[src/ata_pkg.sv]
// Shared constants, types and the arctangent table for the tilt angle pipeline.
package ata_pkg;

  localparam int unsigned SampleWidth  = 10;
  localparam int unsigned CordicStages = 16;
  localparam int unsigned FracBits     = 16;
  localparam int unsigned AngleQ       = 30;
  localparam int unsigned OutWidth     = 11;
  localparam int unsigned OutMax       = 900;

  // Widths of a magnitude, the sum of two squares, and the Q.32 radicand.
  localparam int unsigned MagWidth  = SampleWidth;
  localparam int unsigned SumWidth  = 2 * MagWidth + 1;
  localparam int unsigned RadWidth  = SumWidth + 2 * FracBits;
  localparam int unsigned RootWidth = (RadWidth + 1) / 2;
  // One root bit is produced by each root cell.
  localparam int unsigned RootSteps = RootWidth;
  localparam int unsigned RootIdxW  = $clog2(RootSteps);
  // CORDIC datapath: operands grow by at most a factor of about 1.65.
  localparam int unsigned CordW    = RootWidth + 3;
  localparam int unsigned AccW     = AngleQ + 3;
  localparam int unsigned StageIdxW = $clog2(CordicStages);

  // Output scaling: mag = floor(acc * 180000 / (314 * 2^30)).
  localparam longint unsigned ScaleNum = 64'd180000;
  // Since 314 * 2^30 = 157 * 2^31 and 157 * 427445 = 2^26 + 1, the quotient is
  // floor(floor(p / 2^31) * 427445 / 2^26) for every product that can occur.
  localparam int unsigned ScaleRecip  = 427445;
  localparam int unsigned ScaleRecipW = 19;
  localparam int unsigned ScaleShift  = 26;

  typedef enum logic [1:0] {
    FUNC_Z   = 2'd0,
    FUNC_X   = 2'd1,
    FUNC_Y   = 2'd2,
    FUNC_BAD = 2'd3
  } func_e;

  // Flags that ride alongside each request through the pipeline.
  typedef struct packed {
    logic valid;
    logic neg;
    logic bad;
    logic dzero;
    logic nzero;
  } side_t;

  // Root cell state.
  typedef struct packed {
    logic [RadWidth-1:0]  rem;
    logic [RootWidth-1:0] root;
    logic [RadWidth-1:0]  plain;
    logic                 root_is_num;
  } root_t;

  // CORDIC cell state.
  typedef struct packed {
    logic signed [CordW-1:0] cx;
    logic signed [CordW-1:0] cy;
    logic signed [AccW-1:0]  acc;
  } cord_t;

  function automatic logic signed [AccW-1:0] atan_entry(input int unsigned i);
    logic signed [AccW-1:0] r;
    r = '0;
    case (i)
      0:  r = AccW'(843314857);
      1:  r = AccW'(497837829);
      2:  r = AccW'(263043837);
      3:  r = AccW'(133525159);
      4:  r = AccW'(67021687);
      5:  r = AccW'(33543516);
      6:  r = AccW'(16775851);
      7:  r = AccW'(8388437);
      8:  r = AccW'(4194283);
      9:  r = AccW'(2097149);
      10: r = AccW'(1048576);
      default: begin
        if (i <= AngleQ) r = AccW'(64'd1 << (AngleQ - i));
      end
    endcase
    return r;
  endfunction

  // Shift toward zero.
  function automatic logic signed [CordW-1:0] shr_tz(input logic signed [CordW-1:0] v,
                                                      input int unsigned i);
    logic [CordW-1:0] m;
    m = v[CordW-1] ? CordW'(-v) : v;
    m = m >> i;
    return v[CordW-1] ? -$signed(m) : $signed(m);
  endfunction

endpackage

[src/ata_root_cell.sv]
// One cell of the pipelined bitwise square root: produces one root bit a cycle while enabled.
module ata_root_cell (
  input  logic                          clk_i,
  input  logic                          rst_ni,
  input  logic                          en_i,
  input  logic [ata_pkg::RootIdxW-1:0]  step_i,
  input  ata_pkg::side_t                side_i,
  input  ata_pkg::root_t                st_i,
  output ata_pkg::side_t                side_o,
  output ata_pkg::root_t                st_o
);
  localparam int unsigned W   = ata_pkg::RadWidth;
  localparam int unsigned ShW = ata_pkg::RootIdxW + 1;

  ata_pkg::side_t side_q;
  ata_pkg::root_t st_q, st_d;
  logic [W+1:0] trial;
  logic [W+1:0] top;
  logic [ShW-1:0] sh;

  // Restoring root step on the bit pair selected by this cell.
  always_comb begin
    sh    = ShW'(2 * (ata_pkg::RootSteps - 1 - step_i));
    st_d  = st_i;
    top   = (W+2)'(st_i.rem >> sh);
    trial = {st_i.root, 2'b01};
    st_d.root = {st_i.root[ata_pkg::RootWidth-2:0], 1'b0};
    if (top >= trial) begin
      st_d.rem  = st_i.rem - W'(trial << sh);
      st_d.root = {st_i.root[ata_pkg::RootWidth-2:0], 1'b1};
    end
  end

  always_ff @(posedge clk_i or negedge rst_ni) begin
    if (!rst_ni) begin
      side_q <= '0;
    end else if (en_i) begin
      side_q <= side_i;
    end
  end

  always_ff @(posedge clk_i) begin
    if (en_i) st_q <= st_d;
  end

  assign side_o = side_q;
  assign st_o   = st_q;
endmodule

[config.mk]
export PLATFORM = sky130hd
export DESIGN_NAME = ata_root_cell
export DESIGN_NICKNAME = d
export VERILOG_FILES = /design/src/ata_pkg.sv /design/src/ata_root_cell.sv
export SDC_FILE = /design/constraint.sdc
export NUM_CORES = 1
export LEC_CHECK = 0
export ABC_AREA = 0
export BUFFER_PORTS_ARGS = -buffer_cell sky130_fd_sc_hd__buf_4
export CAP_MARGIN = 20
export CORE_MARGIN = 4
export CORE_UTILIZATION = 35
export CTS_CLUSTER_DIAMETER = 120
export CTS_CLUSTER_SIZE = 14
export DETAILED_ROUTE_END_ITERATION = 12
export GPL_TIMING_DRIVEN = 1
export PLACE_DENSITY = 0.56
export SYNTH_ARGS = -nofsm -noshare
export SYNTH_HDL_FRONTEND = slang
export SYNTH_SLANG_ARGS = --single-unit
[constraint.sdc]
create_clock -name clk_i -period 1.3 [get_ports clk_i]
set_clock_uncertainty 0.15 [all_clocks]
set_input_delay 0.13 -clock clk_i [delete_from_list [all_inputs] [get_ports clk_i]]
set_output_delay 0.13 -clock clk_i [all_outputs]
set_load 0.01 [all_outputs]
== Word level (Yosys, flattened, before mapping) ==
Cells that the tools add are included.
Widths: inputs -> output; s select.
Cells by class
  add/subtract/negate cells: 2
  $lt $le $gt $ge: 1
  shift operators: 2
  muxes and demuxes: 1
Operators by type and width (count)
  $mux 80: 1
  $ge 55x29->1: 1
  $shr 53x6->55: 1
  $shl 29x6->53: 1
  $sub 53x53->53: 1
  $sub 5x5->5 const A: 1
Storage, ports and cells
  bits in registers: 139
  bits of input ports: 147
  word-level logic and storage cells: 15

== Longest topological paths before layout ==
Gate-level depths: netlist of the first run.
  depth after elaboration: 4
  depth in mapped cells: 30
  gate-level depth less buffers: 21

== Worst setup path before layout of the first run ==
Ideal clock, no wire load.
  path type: input to register
  start: input port step_i[0] (netlist bit)
  end: register st_q (netlist bit st_o[133]) (data pin)
  setup time: 0.269 ns
  arrival time: 5.479 ns
  required time: 0.881 ns
  path slack: -4.598 ns
  stages: 27
  buffers on the path: 11
  path through: buf_6 > buf_6 > buf_6 > buf_4 > inv_1 > ha_1 > buf_4 > buf_2 > buf_2 > buf_1 > clkbuf_1 > clkbuf_1 > a22oi_1 > o21ai_0 > a22oi_1 > ha_1 > clkbuf_1 > nand3_1 > nor2_1 > nand3_1 > or3_1 > o32a_1 > a21oi_2 > o2111ai_1 > and3_1 > a2111oi_0 > nand2_1
RTL lines
  start: declaration: RTL line ata_root_cell.sv:6  | input logic [ata_pkg::RootIdxW-1:0] step_i,
  end signal: assignment: RTL line ata_root_cell.sv:43  | if (en_i) st_q <= st_d;
  end: declaration: RTL line ata_root_cell.sv:16  | ata_pkg::root_t st_q, st_d;

==> flow_summary.json, run 1 <==
{
  "p_sw_share_pct": 36.6,
  "synthDistinctLibCells": 76,
  "period_minus_slack_ps": 4320,
  "rsz0062_at_grt": "true",
  "synthMuxAreaShare_pct": 12.8,
  "wirelength_um": 63600,
  "p_comb_share_pct": 57.5,
  "power_w": 0.0273,
  "max_slew.worst_pin.slew_ps": 614,
  "failed_checks": "negative setup slack",
  "crit_path_max_fanout": 6,
  "grtUsageTotal_pct": 31.5,
  "dieArea_sq_mm": 0.0383,
  "reg2regPathDepth": 2,
  "ios": 286,
  "coreArea_sq_mm": 0.0346,
  "syn_area_sq_mm": 0.0123,
  "synth_fa_ha_area_share_pct": 8.22,
  "drc_errors": 0,
  "htreeDepth": 4,
  "synth-compound-area-share_pct": 22.3,
  "synth_edf_count": 134,
  "async_flop_share_pct": 3.60,
  "antenna_found_initial": 1,
  "timing.final.max_slew_violations": 0,
  "synth_area_leaders": "edfxtp_1 33%, ha_1 8.2%, mux4_2 7.5%, nand2_1 5.8%, a21oi_1 5.3%",
  "synth_top_area_share_pct": 32.6,
  "synth_xor_area_share_pct": 3.53,
  "r2r_start": "side_o[4]$_DFFE_PN0P_",
  "min_path_cells": 4,
  "clk_path_buf_depth": 2,
  "syn_area_per_cell_sq_um": 9.15,
  "yosys.cell_count.top_type": "nand2_1",
  "dp_hpwl_um": 47300,
  "yosys.area.top_type": "edfxtp_1",
  "tritoncts": "yes",
  "cp_data_required_time_ps": 1370,
  "outcome": "finished, violations left",
  "start_util_pct": 35.6,
  "overflow": 0,
  "p_switching_w": 0.00998,
  "clock-sinks": 139,
  "criticalPathCategory": "in2reg",
  "synth_ff_type": "edfxtp_1",
  "fp-row-count": 68,
  "vias_per_cell": 5.46,
  "internal_power_w": 0.0173,
  "synth_common_cells": "192 x nand2_1, 134 x edfxtp_1, 130 x a21oi_1, 96 x nor2_1, 92 x o21ai_0",
  "hp-start": "st_i[94]",
  "drtAntennaViolNets": 0,
  "syn_to_final_growth_pct": 90.3,
  "gp_congestion": 0.973,
  "clk_latency_ps": 450,
  "first_pass_iters": 8,
  "powerDensity_mw_per_mm2": 1160,
  "crit_path_end_kind": "flip-flop",
  "timing.final.crit_share_pct": 333,
  "cts_root_buf": "clkbuf_16",
  "hold_ws_ps": 19.7,
  "hold_end": "st_o[94]$_DFFE_PP_",
  "die_x_um": 196,
  "num_antenna_cells": 0,
  "reg2reg_to": "side_o[4]$_DFFE_PN0P_",
  "synth_seq_cells": 139,
  "final-instance-count-excl-fill": 2772,
  "yosysSeqAreaShare_pct": 33.6,
  "die_y_um": 196,
  "cp-startpoint": "step_i[0]",
  "synth_fp_nets": 1576,
  "drive_above_1_share_pct": 52.5,
  "clk_pin_slew_ps": 80,
  "grt_pass1_wl_um": 92200,
  "seqPwrFrac_pct": 22.0,
  "vdd_drop_max_mv": 1.02,
  "cap_violations": 0,
  "numCtsBuffers": 17,
  "startpoint_type": "input pin",
  "grt_max_degree": 43,
  "setup_viol": 57,
  "num_vias": 15100,
  "arrival_ps": 4400,
  "fmax_ghz": 0.231,
  "max_slew_margin_pct": 58.8,
  "synthCells": 1348,
  "power_frac_clock_pct": 20.4,
  "detail_route.iter0.violations": 1124,
  "nets": 2532,
  "yosys_warnings": 0,
  "p_leak_nw": 10.4,
  "dp.cells": 2551,
  "fin_ws_ps": -3020,
  "port_buffers": 285,
  "grt_pass1_vias": 15300,
  "routedWlPerCell_um": 22.9,
  "synth_top_family_by_area": "compound AO/OA/AOI/OAI gates",
  "rrSetupSlack_ps": 250,
  "hp-class": "in2reg",
  "hold_viol_final": 0,
  "synthSimpleGateAreaFrac_pct": 14.9
}
-- critical path, stage by stage --
cell	delay (ps)
buf_12	100
inv_6	30
ha_4	310
buf_12	130
buf_12	130
buf_6	100
buf_8	100
mux4_2	320
nand2_1	110
o21ai_0	150
a21oi_1	210
buf_4	170
a31oi_4	40
ha_1	280
nand4_1	190
nor2_4	210
and4_4	270
and3b_1	170
a31oi_1	90
o221a_4	380
buf_12	170
buf_16	140
a2111oi_4	340
nand2_1	90
-- power by group through the flow --
stage               logic (W)  clock network (W)  registers (W)
floorplan             0.00537                  0        0.00638
global placement       0.0122                  0        0.00606
detailed placement     0.0123                  0        0.00606
CTS                    0.0147            0.00563        0.00600
global route           0.0166            0.00582        0.00606
finish                 0.0157            0.00557        0.00601
-- cell usage in the layout (no fill, tap or decap), types with 19 or more instances in the layout --
cell	n
a21oi_1	92
clkbuf_16	22
nor2_1	58
nor2_4	25
a21oi_2	34
nand2_1	169
o21ai_2	19
buf_12	34
mux4_2	41
a21o_1	26
inv_1	42
mux2i_1	34
buf_4	799
nand3_1	29
a22oi_1	20
o21ai_0	50
ha_1	67
dlygate4sd3_1	120
buf_6	44
o21ai_1	24
xnor2_1	25
edfxtp_1	134
-- area by class of cell --
| cell class | instances | area [sq um] |
|---|---|---|
| fillers | 2699 | 11200 |
| multi-input cells | 1080 | 9010 |
| repair buffers | 1019 | 8870 |
| flip-flops and latches | 139 | 4150 |
| well taps | 455 | 569 |
| clock buffers | 20 | 447 |
| clock inverters | 12 | 211 |
| inverters | 46 | 193 |
| repair inverters | 1 | 16.3 |
-- flip-flops by register name, indices dropped and copies added (netlist names) --
name and flops:
st_o 134, side_o 5
-- worst max-delay path by stage --
stage | to | cells after the start
floorplan | st_o[133]$_DFFE_PP_ | 28
global placement | st_o[120]$_DFFE_PP_ | 24
detailed placement | st_o[120]$_DFFE_PP_ | 24
CTS | st_o[110]$_DFFE_PP_ | 23
global route | st_o[110]$_DFFE_PP_ | 26
finish | st_o[133]$_DFFE_PP_ | 24
-- metrics by stage --
stage | setup TNS, ps | instance area [sq um] | worst slack, ps | utilization (%)
finish | -155210 | 23500 | -3020 | 67.8
CTS | -150240 | 22800 | -2910 | 65.7
global route | -163820 | 23500 | -3150 | 67.8
floorplan | -186430 | 12600 | -3540 | -
detailed placement | -200570 | 19200 | -4010 | 55.6
global placement | -199370 | 19200 | -4010 | 55.6
-- what timing repair did --
item	CTS	global route
setup buffers	48	18
pin swaps	67	58
hold buffers	120	0
gates resized for setup	246	135
endpoints found under the hold margin	123	0
setup endpoints to repair	62	74
cloned	12	5
-- routing by layer --
metal	vias to the layer above	part of all wire [%]	track usage, %	wire, um
met4	2	3.2	10.3	2030
met2	631	47	52.7	30000
met5	-	0.020	0	13
li1	7032	-	-	-
met1	7355	42	41.4	27000
met3	113	7.2	5.89	4580
-- cells by family after synthesis --
kind of cell | count (synthesis)
AO/OA/AOI/OAI | 434
AND/OR/NAND/NOR | 413
flip-flops | 139
buffers and inverters | 129
multiplexers | 104
adder cells (fa/ha/maj) | 81
XOR/XNOR | 48
Power figures use the tool's default switching activity.
==> inputs of run 2 (changes only) <==
- CELL_PAD_IN_SITES_DETAIL_PLACEMENT: not set -> 2
- CELL_PAD_IN_SITES_GLOBAL_PLACEMENT: not set -> 2
- PLACE_DENSITY: 0.56 -> 0.85
==> run 2 against run 1 <==
The flow now stops in detailed placement (3_5_place_dp). Synthesized area is the same. Synthesized cell count did not move.
==> flow_summary.json, run 2 <==
{
  "start_util_pct": 35.6,
  "synth_area_leaders": "edfxtp_1 33%, ha_1 8.2%, mux4_2 7.5%, nand2_1 5.8%, a21oi_1 5.3%",
  "yosys.cell_count.top_type": "nand2_1",
  "port_buffers": 285,
  "synth_edf_count": 134,
  "synthCells": 1348,
  "outcome": "aborted with a tool error",
  "gp_congestion": 1.09,
  "yosysSeqAreaShare_pct": 33.6,
  "async_flop_share_pct": 3.60,
  "first-error": "[ERROR DPL-0033] detailed placement checks failed during check placement.",
  "synth_ff_type": "edfxtp_1",
  "synth_top_area_share_pct": 32.6,
  "syn_area_per_cell_sq_um": 9.15,
  "fp-row-count": 68,
  "synthDistinctLibCells": 76,
  "yosys.area.top_type": "edfxtp_1",
  "die_x_um": 196,
  "syn_area_sq_mm": 0.0123,
  "ios": 286,
  "haltStage": "detailed placement (3_5_place_dp)",
  "die_y_um": 196,
  "synth_common_cells": "192 x nand2_1, 134 x edfxtp_1, 130 x a21oi_1, 96 x nor2_1, 92 x o21ai_0",
  "synth_seq_cells": 139,
  "dp_hpwl_um": 74800,
  "yosys_warnings": 0,
  "synth_fp_nets": 1576
}
## run 2: logic make-up after synthesis
logic type	Yosys count	synth area share, %
mux	104	12.8
fa+ha+maj	81	8.22
xor+xnor	48	3.53
buf+inv	129	4.63
flops	139	33.6
compound gates	434	22.3
simple gates	413	14.9
## run 2: metrics by stage
stage | hold WS, ps | area, sq um | setup slack (ps) | std cells | TNS [ps]
2_1_floorplan | -316 | 12600 | -3540 | 1348 | -186430
3_3_place_gp | -217 | 19000 | -3610 | 2540 | -188770
==> inputs of run 3 (changes only) <==
- CELL_PAD_IN_SITES_DETAIL_PLACEMENT: 2 -> not set
- CELL_PAD_IN_SITES_GLOBAL_PLACEMENT: 2 -> not set
- CORE_UTILIZATION: 35 -> 20
- CTS_CLUSTER_DIAMETER: 120 -> not set
- CTS_CLUSTER_SIZE: 14 -> not set
- PLACE_DENSITY: 0.85 -> not set
- PLACE_DENSITY_LB_ADDON: not set -> 0.15
==> run 3 against run 2 <==
The flow now finishes, with violations (negative setup slack).
==> flow_summary.json, run 3 (same netlist as run 1, synthesis figures left out) <==
{
  "gp_congestion": 0.968,
  "failed_checks": "negative setup slack",
  "dieArea_sq_mm": 0.0657,
  "tritoncts": "yes",
  "drtAntennaViolNets": 0,
  "cap_violations": 0,
  "coreArea_sq_mm": 0.0607,
  "vias_per_cell": 4.77,
  "htreeDepth": 4,
  "hold_viol_final": 0,
  "drc_errors": 0,
  "cp_data_required_time_ps": 1390,
  "crit_path_max_fanout": 9,
  "syn_to_final_growth_pct": 98.9,
  "grt_pass1_wl_um": 102000,
  "detail_route.iter0.violations": 995,
  "die_y_um": 256,
  "final-instance-count-excl-fill": 3162,
  "fp-row-count": 90,
  "criticalPathCategory": "in2reg",
  "port_buffers": 285,
  "dp.cells": 2910,
  "dp_slack_ps": -4030,
  "startpoint_type": "input pin",
  "clk_pin_slew_ps": 60,
  "max_slew.worst_pin.slew_ps": 592,
  "tns_ps": -156360,
  "antenna_found_initial": 2,
  "grt_max_degree": 31,
  "ios": 286,
  "hold_ws_ps": 8.81,
  "wirelength_um": 70100,
  "setup_viol": 76,
  "nets": 2593,
  "arrival_ps": 4370,
  "cts_root_buf": "clkbuf_16",
  "period_minus_slack_ps": 4280,
  "p_leak_nw": 10.8,
  "crit_path_end_kind": "flip-flop",
  "rsz0062_at_grt": "true",
  "clock-sinks": 139,
  "vdd_drop_max_mv": 0.966,
  "timing.final.crit_share_pct": 329,
  "power_w": 0.0271,
  "mostFrequentLayoutCells": "745 x buf_4, 165 x nand2_1, 148 x buf_6",
  "timing.final.max_slew_violations": 0,
  "start_util_pct": 20.3,
  "clk_path_buf_depth": 2,
  "num_vias": 15100,
  "fin_ws_ps": -2980,
  "overflow": 0,
  "powerDensity_mw_per_mm2": 1100,
  "first_pass_iters": 5,
  "outcome": "finished, violations left",
  "grt_pass1_vias": 15600,
  "fmax_ghz": 0.234,
  "clk_latency_ps": 490,
  "grtUsageTotal_pct": 20.7,
  "drive_above_1_share_pct": 52.8,
  "largest_reg_flops": 134,
  "routedWlPerCell_um": 22.2,
  "die_x_um": 256,
  "numCtsBuffers": 17,
  "dp_hpwl_um": 54600,
  "final_common_cell": "buf_4",
  "max_slew_margin_pct": 60.5,
  "hp-class": "in2reg"
}
==> run 3: through the flow <==
stage / instance area, sq um / utilization (%)
final: 24500 / 40.4
after detailed placement: 19900 / 32.8
after global routing: 24500 / 40.4
after floorplan: 12600 / -
after global placement: 19900 / 32.8
after CTS: 23800 / 39.3
==> run 3: report_power, final <==
group	internal, W	leakage (nW)	switching (W)
logic	0.00847	9.18	0.00772
registers	0.00578	1.37	0.000323
clock network	0.00249	0.267	0.00230
total	0.0167	10.8	0.0103
==> run 3: final timing paths <==
| path | endpoint | start | slack, ps | cells past startpoint |
|---|---|---|---|---|
| worst min-delay path | st_o[82]$_DFFE_PP_ | st_i[82] | 9 | 4 |
| worst max register to register | side_o[2]$_DFFE_PN0P_ | side_o[2]$_DFFE_PN0P_ | 160 | 3 |
| worst min register to register | side_o[1]$_DFFE_PN0P_ | side_o[1]$_DFFE_PN0P_ | 380 | 1 |
| min in group asynchronous | side_o[1]$_DFFE_PN0P_ | rst_ni | 420 | 3 |
| worst max-delay path | st_o[90]$_DFFE_PP_ | step_i[0] | -2980 | 23 |
| max in group asynchronous | side_o[3]$_DFFE_PN0P_ | rst_ni | 390 | 3 |
==> run 3: layer usage <==
| metal | wire [um] | up-vias | track usage [%] |
|---|---|---|---|
| li1 | - | 7164 | - |
| met3 | 2750 | 61 | 2.96 |
| met4 | 1700 | 0 | 5.99 |
| met5 | 0 | - | 0 |
| met2 | 34100 | 418 | 35.4 |
| met1 | 31600 | 7425 | 27.1 |
==> run 3: cell type report <==
cell class / count / area [sq um]
Antenna cell: 2 / 5.00
Clock buffer: 17 / 425
Clock inverter: 15 / 125
Fill cell: 6039 / 36200
Inverter: 46 / 195
Multi-Input combinational cell: 1080 / 8910
Sequential cell: 139 / 4150
Tap cell: 782 / 978
Timing Repair Buffer: 1080 / 9730
Timing Repair inverter: 1 / 11.3
==> run 3: timing repair <==
item / 4_1_cts / 5_1_grt
setup buffers: 57 / 21
pin swaps: 47 / 50
endpoints found under the hold margin: 165 / 0
hold buffers: 134 / 0
gates cloned: 10 / 2
setup endpoints to repair: 193 / 193
resized for setup: 313 / 141
==> run 3: worst max-delay path: stages <==
cell and delay (ps):
buf_8 80, inv_4 30, ha_4 290, buf_6 130, buf_12 140, buf_8 120
mux4_2 560, mux2i_1 150, buf_4 130, nor2_1 30, nor2_1 110, a31oi_1 70
ha_1 310, and4_1 200, a221o_1 290, a21oi_1 120, a21boi_1 90, a2111oi_2 410
o221a_4 380, inv_8 120, bufbuf_16 290, nor2_1 100, nor2_1 60
