File: config.mk
export PLATFORM = sky130hd
export DESIGN_NAME = ata_cordic_cell
export DESIGN_NICKNAME = d
export VERILOG_FILES = /design/src/ata_pkg.sv /design/src/ata_cordic_cell.sv
export SDC_FILE = /design/constraint.sdc
export NUM_CORES = 1
export LEC_CHECK = 0
export ABC_AREA = 1
export BUFFER_PORTS_ARGS = -buffer_cell sky130_fd_sc_hd__buf_2
export CAP_MARGIN = 40
export CORE_MARGIN = 5
export CORE_UTILIZATION = 38
export DETAILED_ROUTE_END_ITERATION = 10
export GPL_ROUTABILITY_DRIVEN = 0
export PLACE_DENSITY = 0.54
export SLEW_MARGIN = 20
export SYNTH_ARGS = -nofsm -noshare
export SYNTH_HDL_FRONTEND = slang
export SYNTH_SLANG_ARGS = --single-unit
File: constraint.sdc
create_clock -name clk_i -period 1.5 [get_ports clk_i]
set_clock_uncertainty 0.1 [all_clocks]
set_input_delay 0.3 -clock clk_i [delete_from_list [all_inputs] [get_ports clk_i]]
set_output_delay 0.3 -clock clk_i [all_outputs]
set_load 0.1 [all_outputs]
File: src/ata_pkg.sv
// Shared constants, types and the arctangent table for the tilt angle pipeline.
package ata_pkg;

  localparam int unsigned SampleWidth  = 10;
  localparam int unsigned CordicStages = 16;
  localparam int unsigned FracBits     = 16;
  localparam int unsigned AngleQ       = 30;
  localparam int unsigned OutWidth     = 11;
  localparam int unsigned OutMax       = 900;

  // Widths of a magnitude, the sum of two squares, and the Q.32 radicand.
  localparam int unsigned MagWidth  = SampleWidth;
  localparam int unsigned SumWidth  = 2 * MagWidth + 1;
  localparam int unsigned RadWidth  = SumWidth + 2 * FracBits;
  localparam int unsigned RootWidth = (RadWidth + 1) / 2;
  // One root bit is produced by each root cell.
  localparam int unsigned RootSteps = RootWidth;
  localparam int unsigned RootIdxW  = $clog2(RootSteps);
  // CORDIC datapath: operands grow by at most a factor of about 1.65.
  localparam int unsigned CordW    = RootWidth + 3;
  localparam int unsigned AccW     = AngleQ + 3;
  localparam int unsigned StageIdxW = $clog2(CordicStages);

  // Output scaling: mag = floor(acc * 180000 / (314 * 2^30)).
  localparam longint unsigned ScaleNum = 64'd180000;
  // Since 314 * 2^30 = 157 * 2^31 and 157 * 427445 = 2^26 + 1, the quotient is
  // floor(floor(p / 2^31) * 427445 / 2^26) for every product that can occur.
  localparam int unsigned ScaleRecip  = 427445;
  localparam int unsigned ScaleRecipW = 19;
  localparam int unsigned ScaleShift  = 26;

  typedef enum logic [1:0] {
    FUNC_Z   = 2'd0,
    FUNC_X   = 2'd1,
    FUNC_Y   = 2'd2,
    FUNC_BAD = 2'd3
  } func_e;

  // Flags that ride alongside each request through the pipeline.
  typedef struct packed {
    logic valid;
    logic neg;
    logic bad;
    logic dzero;
    logic nzero;
  } side_t;

  // Root cell state.
  typedef struct packed {
    logic [RadWidth-1:0]  rem;
    logic [RootWidth-1:0] root;
    logic [RadWidth-1:0]  plain;
    logic                 root_is_num;
  } root_t;

  // CORDIC cell state.
  typedef struct packed {
    logic signed [CordW-1:0] cx;
    logic signed [CordW-1:0] cy;
    logic signed [AccW-1:0]  acc;
  } cord_t;

  function automatic logic signed [AccW-1:0] atan_entry(input int unsigned i);
    logic signed [AccW-1:0] r;
    r = '0;
    case (i)
      0:  r = AccW'(843314857);
      1:  r = AccW'(497837829);
      2:  r = AccW'(263043837);
      3:  r = AccW'(133525159);
      4:  r = AccW'(67021687);
      5:  r = AccW'(33543516);
      6:  r = AccW'(16775851);
      7:  r = AccW'(8388437);
      8:  r = AccW'(4194283);
      9:  r = AccW'(2097149);
      10: r = AccW'(1048576);
      default: begin
        if (i <= AngleQ) r = AccW'(64'd1 << (AngleQ - i));
      end
    endcase
    return r;
  endfunction

  // Shift toward zero.
  function automatic logic signed [CordW-1:0] shr_tz(input logic signed [CordW-1:0] v,
                                                      input int unsigned i);
    logic [CordW-1:0] m;
    m = v[CordW-1] ? CordW'(-v) : v;
    m = m >> i;
    return v[CordW-1] ? -$signed(m) : $signed(m);
  endfunction

endpackage

File: src/ata_cordic_cell.sv
// One vectoring CORDIC cell: one micro-rotation a cycle while enabled.
module ata_cordic_cell (
  input  logic                          clk_i,
  input  logic                          rst_ni,
  input  logic                          en_i,
  input  logic [ata_pkg::StageIdxW-1:0] step_i,
  input  ata_pkg::side_t                side_i,
  input  ata_pkg::cord_t                st_i,
  output ata_pkg::side_t                side_o,
  output ata_pkg::cord_t                st_o
);
  ata_pkg::side_t side_q;
  ata_pkg::cord_t st_q, st_d;
  logic signed [ata_pkg::CordW-1:0] dx, dy;

  // Rotate toward the x axis and accumulate the angle.
  always_comb begin
    dx = ata_pkg::shr_tz(st_i.cy, step_i);
    dy = ata_pkg::shr_tz(st_i.cx, step_i);
    st_d = st_i;
    if (st_i.cy > 0) begin
      st_d.cx  = st_i.cx + dx;
      st_d.cy  = st_i.cy - dy;
      st_d.acc = st_i.acc + ata_pkg::atan_entry(step_i);
    end else begin
      st_d.cx  = st_i.cx - dx;
      st_d.cy  = st_i.cy + dy;
      st_d.acc = st_i.acc - ata_pkg::atan_entry(step_i);
    end
  end

  always_ff @(posedge clk_i or negedge rst_ni) begin
    if (!rst_ni) begin
      side_q <= '0;
    end else if (en_i) begin
      side_q <= side_i;
    end
  end

  always_ff @(posedge clk_i) begin
    if (en_i) st_q <= st_d;
  end

  assign side_o = side_q;
  assign st_o   = st_q;
endmodule

==> Word-level counts from Yosys, hierarchy flattened <==
Index checks and enable logic that the tools add are counted.
{ "totals": {"register_bits": 98, "input_bits": 105, "out_inout_bits": 98, "word_cells": 42} }
{ "op_classes": {"addsub": 11, "order_cmp": 1, "eq_ne": 10, "shift": 3, "muxes": 8, "n_reduce_logical": 1} }
{ "op_table": {"columns": ["op", "n"], "rows": [
  ["one-hot mux 33 bit (11 select lines)", 1],
  ["2-to-1 mux 30 bit", 4],
  ["negation 30 bit", 4],
  ["2-to-1 mux 93 bit", 1],
  ["2-to-1 mux 33 bit", 2],
  ["adder 30 bit", 2],
  ["right shift 30 x 4 -> 30 bit", 2],
  ["subtractor 30 bit", 2],
  ["adder 33 bit", 1],
  ["<< shifter 1 x 32 -> 33 bit, first input constant", 1],
  ["subtractor 33 bit", 1],
  ["greater-than comparator 30 x 1 -> 1 bit, second input constant", 1],
  ["equality test 4 x 3 -> 1 bit, second input constant", 4],
  ["equality test 4 bit, second input constant", 3],
  ["equality test 4 x 2 -> 1 bit, second input constant", 2],
  ["subtractor 5 x 4 -> 6 bit, first input constant", 1],
  ["equality test 4 x 1 -> 1 bit, second input constant", 1],
  ["zero test 4 bit", 1]
]} }

==> Longest topological paths before layout <==
Gate-level depths: netlist of the first run.
{ "logic_depth": {"ltp_word": 7, "mapped_depth": 46} }

==> Worst setup path after synthesis of the first run <==
Ideal clock, no wire load.
{ "synth_timing": {"path_type": "input -> register", "start": "input port st_i[34] in the netlist's numbering", "end": "register st_q, in the netlist st_o[91], data pin", "t_arrival_ns": 5.056, "path_slack_ns": -3.918, "stages": 41, "n_path_buf": 0, "path_cell_list": "inv_2 -> ha_1 -> nand2_2 -> nor2_8 -> nand2_4 -> nand2_2 -> nand2_1 -> nand2_1 -> nand2_1 -> nand2_1 -> nand2_1 -> nand3_1 -> nand3_1 -> nand2_2 -> inv_2 -> ha_1 -> nor2_1 -> xnor2_2 -> [... 5 more ...] -> nor2_4 -> nor2_1 -> xor2_1 -> inv_1 -> ha_1 -> a21oi_1 -> o21ai_0 -> a21oi_1 -> o21bai_1 -> a31oi_1 -> o21ai_1 -> a21boi_0 -> o21ai_1 -> a21boi_0 -> nor2_1 -> nor2_1 -> o21bai_1 -> xor2_1"} }
{ "synth_lines": {"columns": ["item", "line", "text"], "rows": [
  ["from (decl)", "ata_cordic_cell.sv:8", "input ata_pkg::cord_t st_i,"],
  ["to (signal assigned)", "ata_cordic_cell.sv:41", "if (en_i) st_q <= st_d;"],
  ["to (decl)", "ata_cordic_cell.sv:13", "ata_pkg::cord_t st_q, st_d;"]
]} }

==> flow_summary.ini, run 1 <==
[worst_setup_path]
cp.required_ps = 1560
crit_slowest_cell = a2111oi_4
cpPeakStageDelay_ps = 360
critPathLaunchType = input pin
cp.arrival_ps = 5260
end_kind = register
worst-path-max-fanout = 5
worstSetupPathType = input pin to register
r2r_slack_ps = 630

[timing]
slew_viol_final = 0
fin_ws_ps = -3700
setup_viol = 92
max_freq_ghz = 0.192
tightest_slew_ps = 637
hold_violations = 0
max_slew_margin_pct = 57.1
finalCritPeriodShare_pct = 347
hold-worst-slack_ps = 41.0
grt_setup_unrepaired = yes
period_needed_ps = 5200

[logic_synthesis]
synth_ff_type = edfxtp_1
synthSimpleGateAreaFrac_pct = 47.8
syn_avg_cell_area_sq_um = 6.08
syn_inst = 2723
seq_area_frac_synth_pct = 17.6
ys_ff_latch = 98
synthArstFlopShare_pct = 5.10
synth_cell_types = 53
synth_fp_nets = 2931
synthXorXnorAreaFrac_pct = 8.25
synthMuxAreaShare_pct = 0.340
ys_warn_count = 0
synth_fa_ha_area_share_pct = 7.92
synth_top_family_by_area = simple AND/OR/NAND/NOR gates
syn-cell-area_sq_um = 16600
synth_enable_flop_cells = 93
synth_compound_area_share_pct = 9.61

[placed_design]
hpwl_um = 55200
dp.cells = 4288
portBuffers = 202

[finish]
diodes = 0
drive_above_1_share_pct = 50.6
area_delta_synth_final_pct = 85.9
final_nets = 4052
final_cells = 4434

[global_routing]
grt-ovfl-total = 0
grt_pass1_wl_um = 107000
met1_usage_pct = 34.1
grt_use_met2_pct = 49.1
grtUsageTotal_pct = 27.5
antenna_found_initial = 0
grt_start_max_net_pins = 45
grt-busiest-layer = met2
grtUsageMet3_pct = 3.62
grt_pass1_vias = 22000

[flow_run]
maxCapViolations = 0

[clocking]
htreeDepth = 3
insertion_delay_ps = 390
cts_buffers = 9
clk_pin_slew_worst_paths_ps = 80
cts_tree = yes
clkSinkCount = 98
cts.root.buffer_cell = clkbuf_16
clockBufferDepth = 2

[power_and_ir_drop]
ir_drop_uv = 978
power_density_nw_per_um2 = 1010
power_leakage_nw = 15.4

[die]
core.rowCount = 76
initial_core_util_pct = 38.4
die_h_um = 219
die_x_um = 219
ios = 203
core-area_sq_um = 43100
die-area_sq_um = 47800

[detailed_routing]
wl_um = 72500
drc = 0
drt_pre_antenna_iters = 8
wl_per_cell_um = 16.4
ant_nets = 0
via_per_inst = 5.20
vias = 23000
drtIter0Drc = 1786

[worst_hold_path]
hold_path_class = input pin to register

[status]
violations = negative setup slack
outcome = finished, violations left
==> layout make-up <==
cell class	count	area, sq um
Inverter	271	1080
Sequential cell	98	2920
Fill cell	3421	12300
Multi-Input combinational cell	2272	15500
Tap cell	585	732
Timing Repair inverter	1	8.76
Clock inverter	7	86.3
Timing Repair Buffer	1191	10200
Clock buffer	9	225
==> registers in the layout, summed over array words and instances (netlist names) <==
signal / flops
st_o: 93
side_o: 5
==> power by group <==
group,internal [W],switching (W)
registers,0.00417,0.000501
logic,0.0100,0.0137
clock network,0.00133,0.00126
total,0.0155,0.0155
==> what timing repair did <==
item,4_1_cts,5_1_grt
cloned,1,5
setup buffers,96,74
endpoints found under the hold margin,5,0
endpoints found under the setup margin,128,93
resized for setup,401,478
pin swaps,172,192
hold buffers,1,0
==> final timing paths <==
path | startpoint | end | cells after the start
min in group asynchronous | rst_ni | side_o[0]$_DFFE_PN0P_ | 2
setup / recovery | st_i[34] | st_o[92]$_DFFE_PP_ | 42
setup reg to reg | side_o[1]$_DFFE_PN0P_ | side_o[1]$_DFFE_PN0P_ | 1
max in group asynchronous | rst_ni | side_o[1]$_DFFE_PN0P_ | 2
hold / removal | side_i[3] | side_o[3]$_DFFE_PN0P_ | 2
hold reg to reg | side_o[3]$_DFFE_PN0P_ | side_o[3]$_DFFE_PN0P_ | 1
==> critical path: cells and delay by family <==
kind | cells | cell delay (ps)
compound gates | 5 | 1090
fa+ha+maj | 4 | 810
buf+inv | 5 | 510
simple gates | 28 | 2530
==> cell families (layout without fill, tap and decap cells) <==
logic type      count (synthesis)  after routing
compound gates                284            284
xor+xnor                      155            155
fa+ha+maj                     103            103
buf+inv                       353           1479
flops                          98             98
mux                             5              5
simple gates                 1725           1725
==> synth_stat cells, types with 5 or more instances <==
| master | n | area [sq um] |
|---|---|---|
| nand2_1 | 813 | 3050 |
| nand3_1 | 473 | 2370 |
| inv_1 | 252 | 946 |
| nor2_1 | 228 | 856 |
| a21oi_1 | 114 | 571 |
| xor2_1 | 107 | 937 |
| ha_1 | 100 | 1250 |
| edfxtp_1 | 93 | 2790 |
| o21ai_0 | 89 | 445 |
| nand2_2 | 50 | 313 |
| xnor2_1 | 47 | 412 |
| buf_2 | 43 | 215 |
| nand3_2 | 40 | 400 |
| nand4_1 | 29 | 181 |
| clkbuf_1 | 26 | 97.6 |
| nor2_2 | 25 | 156 |
| o21ai_1 | 21 | 105 |
| inv_2 | 18 | 67.6 |
| nand3b_1 | 16 | 120 |
| nor2_4 | 16 | 180 |
| nor3_1 | 14 | 70.1 |
| a31oi_1 | 9 | 56.3 |
| nand2_4 | 9 | 101 |
| a21boi_0 | 8 | 60.1 |
| buf_1 | 8 | 30.0 |
| nor4_1 | 6 | 37.5 |
| o21bai_1 | 6 | 45.0 |
| dfrtp_1 | 5 | 125 |
| mux2_2 | 5 | 56.3 |
| o31ai_1 | 5 | 37.5 |
==> routing by layer <==
metal | up-vias | wire, um | share of wire, %
met2 | 782 | 36100 | 50
met5 | - | 0 | 0
met3 | 190 | 4110 | 5.7
li1 | 11300 | - | -
met4 | 0 | 2890 | 4.0
met1 | 10800 | 29500 | 41
==> per-stage QoR <==
step	utilization, %	setup TNS (ps)	cell area [sq um]	setup slack, ps	total power (W)
final	71.4	-232630	30800	-3700	0.0310
after CTS	66.0	-221050	28400	-3470	0.0293
after global placement	60.1	-284350	25900	-4250	0.0246
after detailed placement	60.1	-291020	25900	-4370	0.0248
after floorplan	-	-219350	17000	-3610	0.0164
after global routing	71.4	-249530	30800	-3910	0.0326
==> layout by cell type, fill, tap and decap left out, types with 89 or more instances in the layout <==
cell type,instances
nand3_2,132
nor2_1,148
buf_6,91
nand3_1,346
inv_1,225
nand2_1,658
nand2_2,170
xor2_1,89
edfxtp_1,93
buf_4,920
(Power assumes the default switching activity.)
==> run 2: changes to the inputs <==
HOLD_SLACK_MARGIN = 0.06   (was default)
==> flow_summary.ini, run 2 (synthesis gave the netlist of run 1 again) <==
[placed_design]
hpwl_um = 55200
portBuffers = 202
pre_cts_ws_ps = -4370
dp.cells = 4288

[die]
die_x_um = 219
die_h_um = 219
ios = 203
core.rowCount = 76
die-area_sq_um = 47800
initial_core_util_pct = 38.4
core-area_sq_um = 43100

[timing]
max_freq_ghz = 0.193
setup_viol = 92
slew_viol_final = 0
grt_setup_unrepaired = yes
tns_ps = -232260
period_needed_ps = 5190
tightest_slew_ps = 633
max_slew_margin_pct = 57.3
fin_ws_ps = -3690
finalCritPeriodShare_pct = 346
hold_violations = 0

[clocking]
htreeDepth = 3
cts.root.buffer_cell = clkbuf_16
clockBufferDepth = 2
cts_buffers = 9
clk_pin_slew_worst_paths_ps = 80
insertion_delay_ps = 390
clkSinkCount = 98
cts_tree = yes

[global_routing]
grt_pass1_vias = 22100
grt_start_max_net_pins = 45
grt_pass1_wl_um = 108000
grt-ovfl-total = 0
grtUsageTotal_pct = 27.6
antenna_found_initial = 2

[finish]
final_cells = 4441
final_nets = 4057
drive_above_1_share_pct = 50.6
fill_cells = 3421
layout_common_cells = 920 x buf_4, 658 x nand2_1, 346 x nand3_1
regArea_sq_um = 2920
multi_input_area_sq_um = 15500
layout.cells.most_common = buf_4
largest_reg_flops = 93
area_delta_synth_final_pct = 86.2

[power_and_ir_drop]
switchingPower_w = 0.0155
switching_share_pct = 49.9
p_int_w = 0.0155
ir_drop_uv = 978
total_power_w = 0.0310
power_density_nw_per_um2 = 1010
p_clk_share_pct = 8.3
power_leakage_nw = 15.4
combPwrFrac_pct = 76.6
p_seq_share_pct = 15.0

[detailed_routing]
via_per_inst = 5.19
wl_per_cell_um = 16.4
drt_pre_antenna_iters = 9
ant_nets = 0
drc = 1
drtIter0Drc = 1709
vias = 23100
wl_um = 72600

[worst_setup_path]
crit_slowest_cell = a2111oi_4
end_kind = register
cp_top_family = simple AND/OR/NAND/NOR gates
cpPeakStageDelay_ps = 360
worst-path-max-fanout = 5
crit_start = st_i[34]
cp.required_ps = 1560
cp.arrival_ps = 5250
crit_buf_inv = 5
reg2reg_from = side_o[4]$_DFFE_PN0P_
worstSetupPathType = input pin to register
critPathLaunchType = input pin

[worst_hold_path]
hold_path_class = input pin to async pin

[status]
outcome = finished, violations left
violations = design-rule violations, negative setup slack

[flow_run]
maxCapViolations = 0
[run 2: cell types whose count changed in the layout (fill, tap and decap cells not counted), sizes merged]
cell / change
dlygate4sd3: +5
diode: +2
[run 2: final timing paths]
path,end,slack (ps),cells after the start
worst max-delay path,st_o[92]$_DFFE_PP_,-3690,42
worst min-delay path,side_o[0]$_DFFE_PN0P_,190,2
worst max register to register,side_o[4]$_DFFE_PN0P_,640,1
worst min register to register,side_o[3]$_DFFE_PN0P_,410,1
max in group asynchronous,side_o[1]$_DFFE_PN0P_,980,2
min in group clk_i,st_o[34]$_DFFE_PP_,220,2
[run 2: final cells by class]
type | count | share of cell area, %
multi-input combinational | 2272 | 50.3
timing repair buffer | 1196 | 33.3
sequential | 98 | 9.47
inverter | 271 | 3.52
tap | 585 | 2.37
clock buffer | 9 | 0.731
clock inverter | 7 | 0.280
timing repair inverter | 1 | 0.0284
antenna | 2 | 0.0162
[run 2: power groups by stage]
stage | clock network, W | registers [W] | logic [W]
floorplan | 0 | 0.0100 | 0.00641
global placement | 0 | 0.00471 | 0.0199
detailed placement | 0 | 0.00472 | 0.0201
CTS | 0.00265 | 0.00468 | 0.0219
global route | 0.00278 | 0.00474 | 0.0251
finish | 0.00258 | 0.00467 | 0.0238
[run 2: what timing repair did]
item,in CTS,in global routing
pin swaps,172,192
endpoints found under the setup margin,128,93
buffers inserted,96,74
hold buffers,6,0
gates resized for setup,401,478
endpoints found under the hold margin,10,0
cloned,1,5
[run 2: routing by layer]
layer | track usage (%) | vias up | part of all wire [%]
li1 | - | 11300 | -
met1 | 34.1 | 10800 | 41
met2 | 49.2 | 766 | 50
met3 | 3.64 | 202 | 5.5
met4 | 9.88 | 0 | 4.1
met5 | 0 | - | 0
[run 2: per-stage QoR]
stage	area (sq um)	hold WS (ps)	util, %
2_1_floorplan	17000	-95.6	-
3_3_place_gp	25900	11.4	60.1
3_5_place_dp	25900	19.2	60.1
4_1_cts	28500	126	66.1
5_1_grt	30800	198	71.6
6_report	30800	191	71.6
==> run 3: changes to the inputs <==
==> constraint.sdc (replaced) <==
create_clock -name clk_i -period 1.5 [get_ports clk_i]
set_clock_uncertainty 0.1 [all_clocks]
set_input_delay 0.075 -clock clk_i [delete_from_list [all_inputs] [get_ports clk_i]]
set_output_delay 0.075 -clock clk_i [all_outputs]
set_load 0.1 [all_outputs]
==> flow_summary.ini, run 3 (synthesis gave the netlist of run 1 again) <==
[finish]
layout_common_cells = 909 x buf_4, 680 x nand2_1, 355 x nand3_1
final_cells = 4431
final_nets = 4049
drive_above_1_share_pct = 49.0
fin_area_sq_um = 29000
fill_cells = 3755
layout.cells.most_common = buf_4
final_util_pct = 67.2
area_delta_synth_final_pct = 74.9
diodes = 0
largest_reg_flops = 93

[timing]
hold-worst-slack_ps = -17.0
fin_ws_ps = -3310
setup_viol = 92
max_slew_margin_pct = 61.7
grt_setup_unrepaired = yes
tns_ps = -207560
tightest_slew_ps = 568
slew_viol_final = 0
hold_violations = 1
finalCritPeriodShare_pct = 321
period_needed_ps = 4810
max_freq_ghz = 0.208

[clocking]
cts_tree = yes
clkSinkCount = 98
cts_buffers = 9
postCtsHoldBufs = 9
clk_pin_slew_worst_paths_ps = 90
cts.root.buffer_cell = clkbuf_16
clockBufferDepth = 2
insertion_delay_ps = 390
htreeDepth = 3

[power_and_ir_drop]
power_leakage_nw = 14.7
power_density_nw_per_um2 = 977
ir_drop_uv = 1250

[placed_design]
pre_cts_ws_ps = -4070
portBuffers = 202
hpwl_um = 55100
dpl_cell_area_sq_um = 25100
dp.cells = 4298

[detailed_routing]
ant_nets = 0
vias = 22500
via_per_inst = 5.08
drc = 0
drtIter0Drc = 1672
drt_pre_antenna_iters = 5
wl_um = 70100
wl_per_cell_um = 15.8

[worst_hold_path]
hold_path_class = input pin to register
holdPathStages = 2

[worst_setup_path]
worstSetupPathType = input pin to register
r2r_cells = 1
end_kind = register
critPathLaunchType = input pin
cp.required_ps = 1560
cpPeakStageDelay_ps = 340
worst-path-max-fanout = 4
cp.arrival_ps = 4870
r2r_slack_ps = 640
crit_slowest_cell = ha_1

[global_routing]
grt_start_max_net_pins = 54
antenna_found_initial = 2
grtUsageTotal_pct = 27.6
grt_pass1_wl_um = 108000
grt_pass1_vias = 21600
grt-ovfl-total = 0

[die]
core.rowCount = 76
die-area_sq_um = 47800
initial_core_util_pct = 38.4
ios = 203
die_h_um = 219
die_x_um = 219
core-area_sq_um = 43100

[status]
outcome = finished, violations left
violations = negative hold slack, negative setup slack

[flow_run]
maxCapViolations = 0
==> run 3: cell types whose count changed in the layout (fill, tap and decap cells not counted), sizes merged <==
| cell | change |
|---|---|
| buf | -6 |
| clkbuf | -3 |
| clkinv | -3 |
| clkinvlp | +2 |
| diode | -2 |
| dlygate4sd3 | +3 |
| inv | -1 |
==> run 3: area by class of cell <==
| type | instances | area, sq um | area share [%] |
|---|---|---|---|
| sequential | 98 | 2920 | 10.1 |
| clock buffer | 10 | 239 | 0.825 |
| tap | 585 | 732 | 2.53 |
| clock inverter | 6 | 71.3 | 0.246 |
| multi-input combinational | 2272 | 15000 | 51.8 |
| timing repair buffer | 1189 | 8930 | 30.8 |
| inverter | 271 | 1070 | 3.71 |
==> run 3: timing repair <==
action	in CTS	in global routing
buffers inserted	88	37
gates resized for setup	375	311
endpoints found under the hold margin	25	4
pin swaps	210	171
endpoints found under the setup margin	92	93
==> run 3: stage by stage <==
stage	power, W	hold slack [ps]
finish	0.0283	-17.0
floorplan	0.0164	-321
detailed placement	0.0229	-207
global route	0.0298	-13.0
CTS	0.0272	-28.3
global placement	0.0227	-213
==> run 3: worst paths after layout <==
path / start / end
worst max-delay path: st_i[63] / st_o[61]$_DFFE_PP_
worst min-delay path: st_i[34] / st_o[34]$_DFFE_PP_
worst max register to register: side_o[1]$_DFFE_PN0P_ / side_o[1]$_DFFE_PN0P_
worst min register to register: side_o[3]$_DFFE_PN0P_ / side_o[3]$_DFFE_PN0P_
max in group asynchronous: rst_ni / side_o[4]$_DFFE_PN0P_
min in group asynchronous: rst_ni / side_o[2]$_DFFE_PN0P_
==> run 3: where the power goes <==
group | total [W] | switching [W] | leakage, nW | internal, W
registers | 0.00430 | 0.000170 | 0.969 | 0.00413
clock network | 0.00261 | 0.00125 | 0.146 | 0.00135
logic | 0.0214 | 0.0134 | 13.6 | 0.00803
total | 0.0283 | 0.0148 | 14.7 | 0.0135
==> run 3: per-layer routing <==
layer  vias up  part of all wire [%]  GRT usage (%)
li1      11300                     -              -
met1     10500                    43           35.4
met2       557                    50           48.8
met3       136                   3.9           2.83
met4         4                   2.9           8.48
met5         -                 0.039              0
==> run 3: critical path: cells and delay by family <==
family	cells	cell delay [ps]
buf+inv	4	340
compound gates	10	1290
simple gates	20	2160
xor+xnor	2	320
fa+ha+maj	3	660
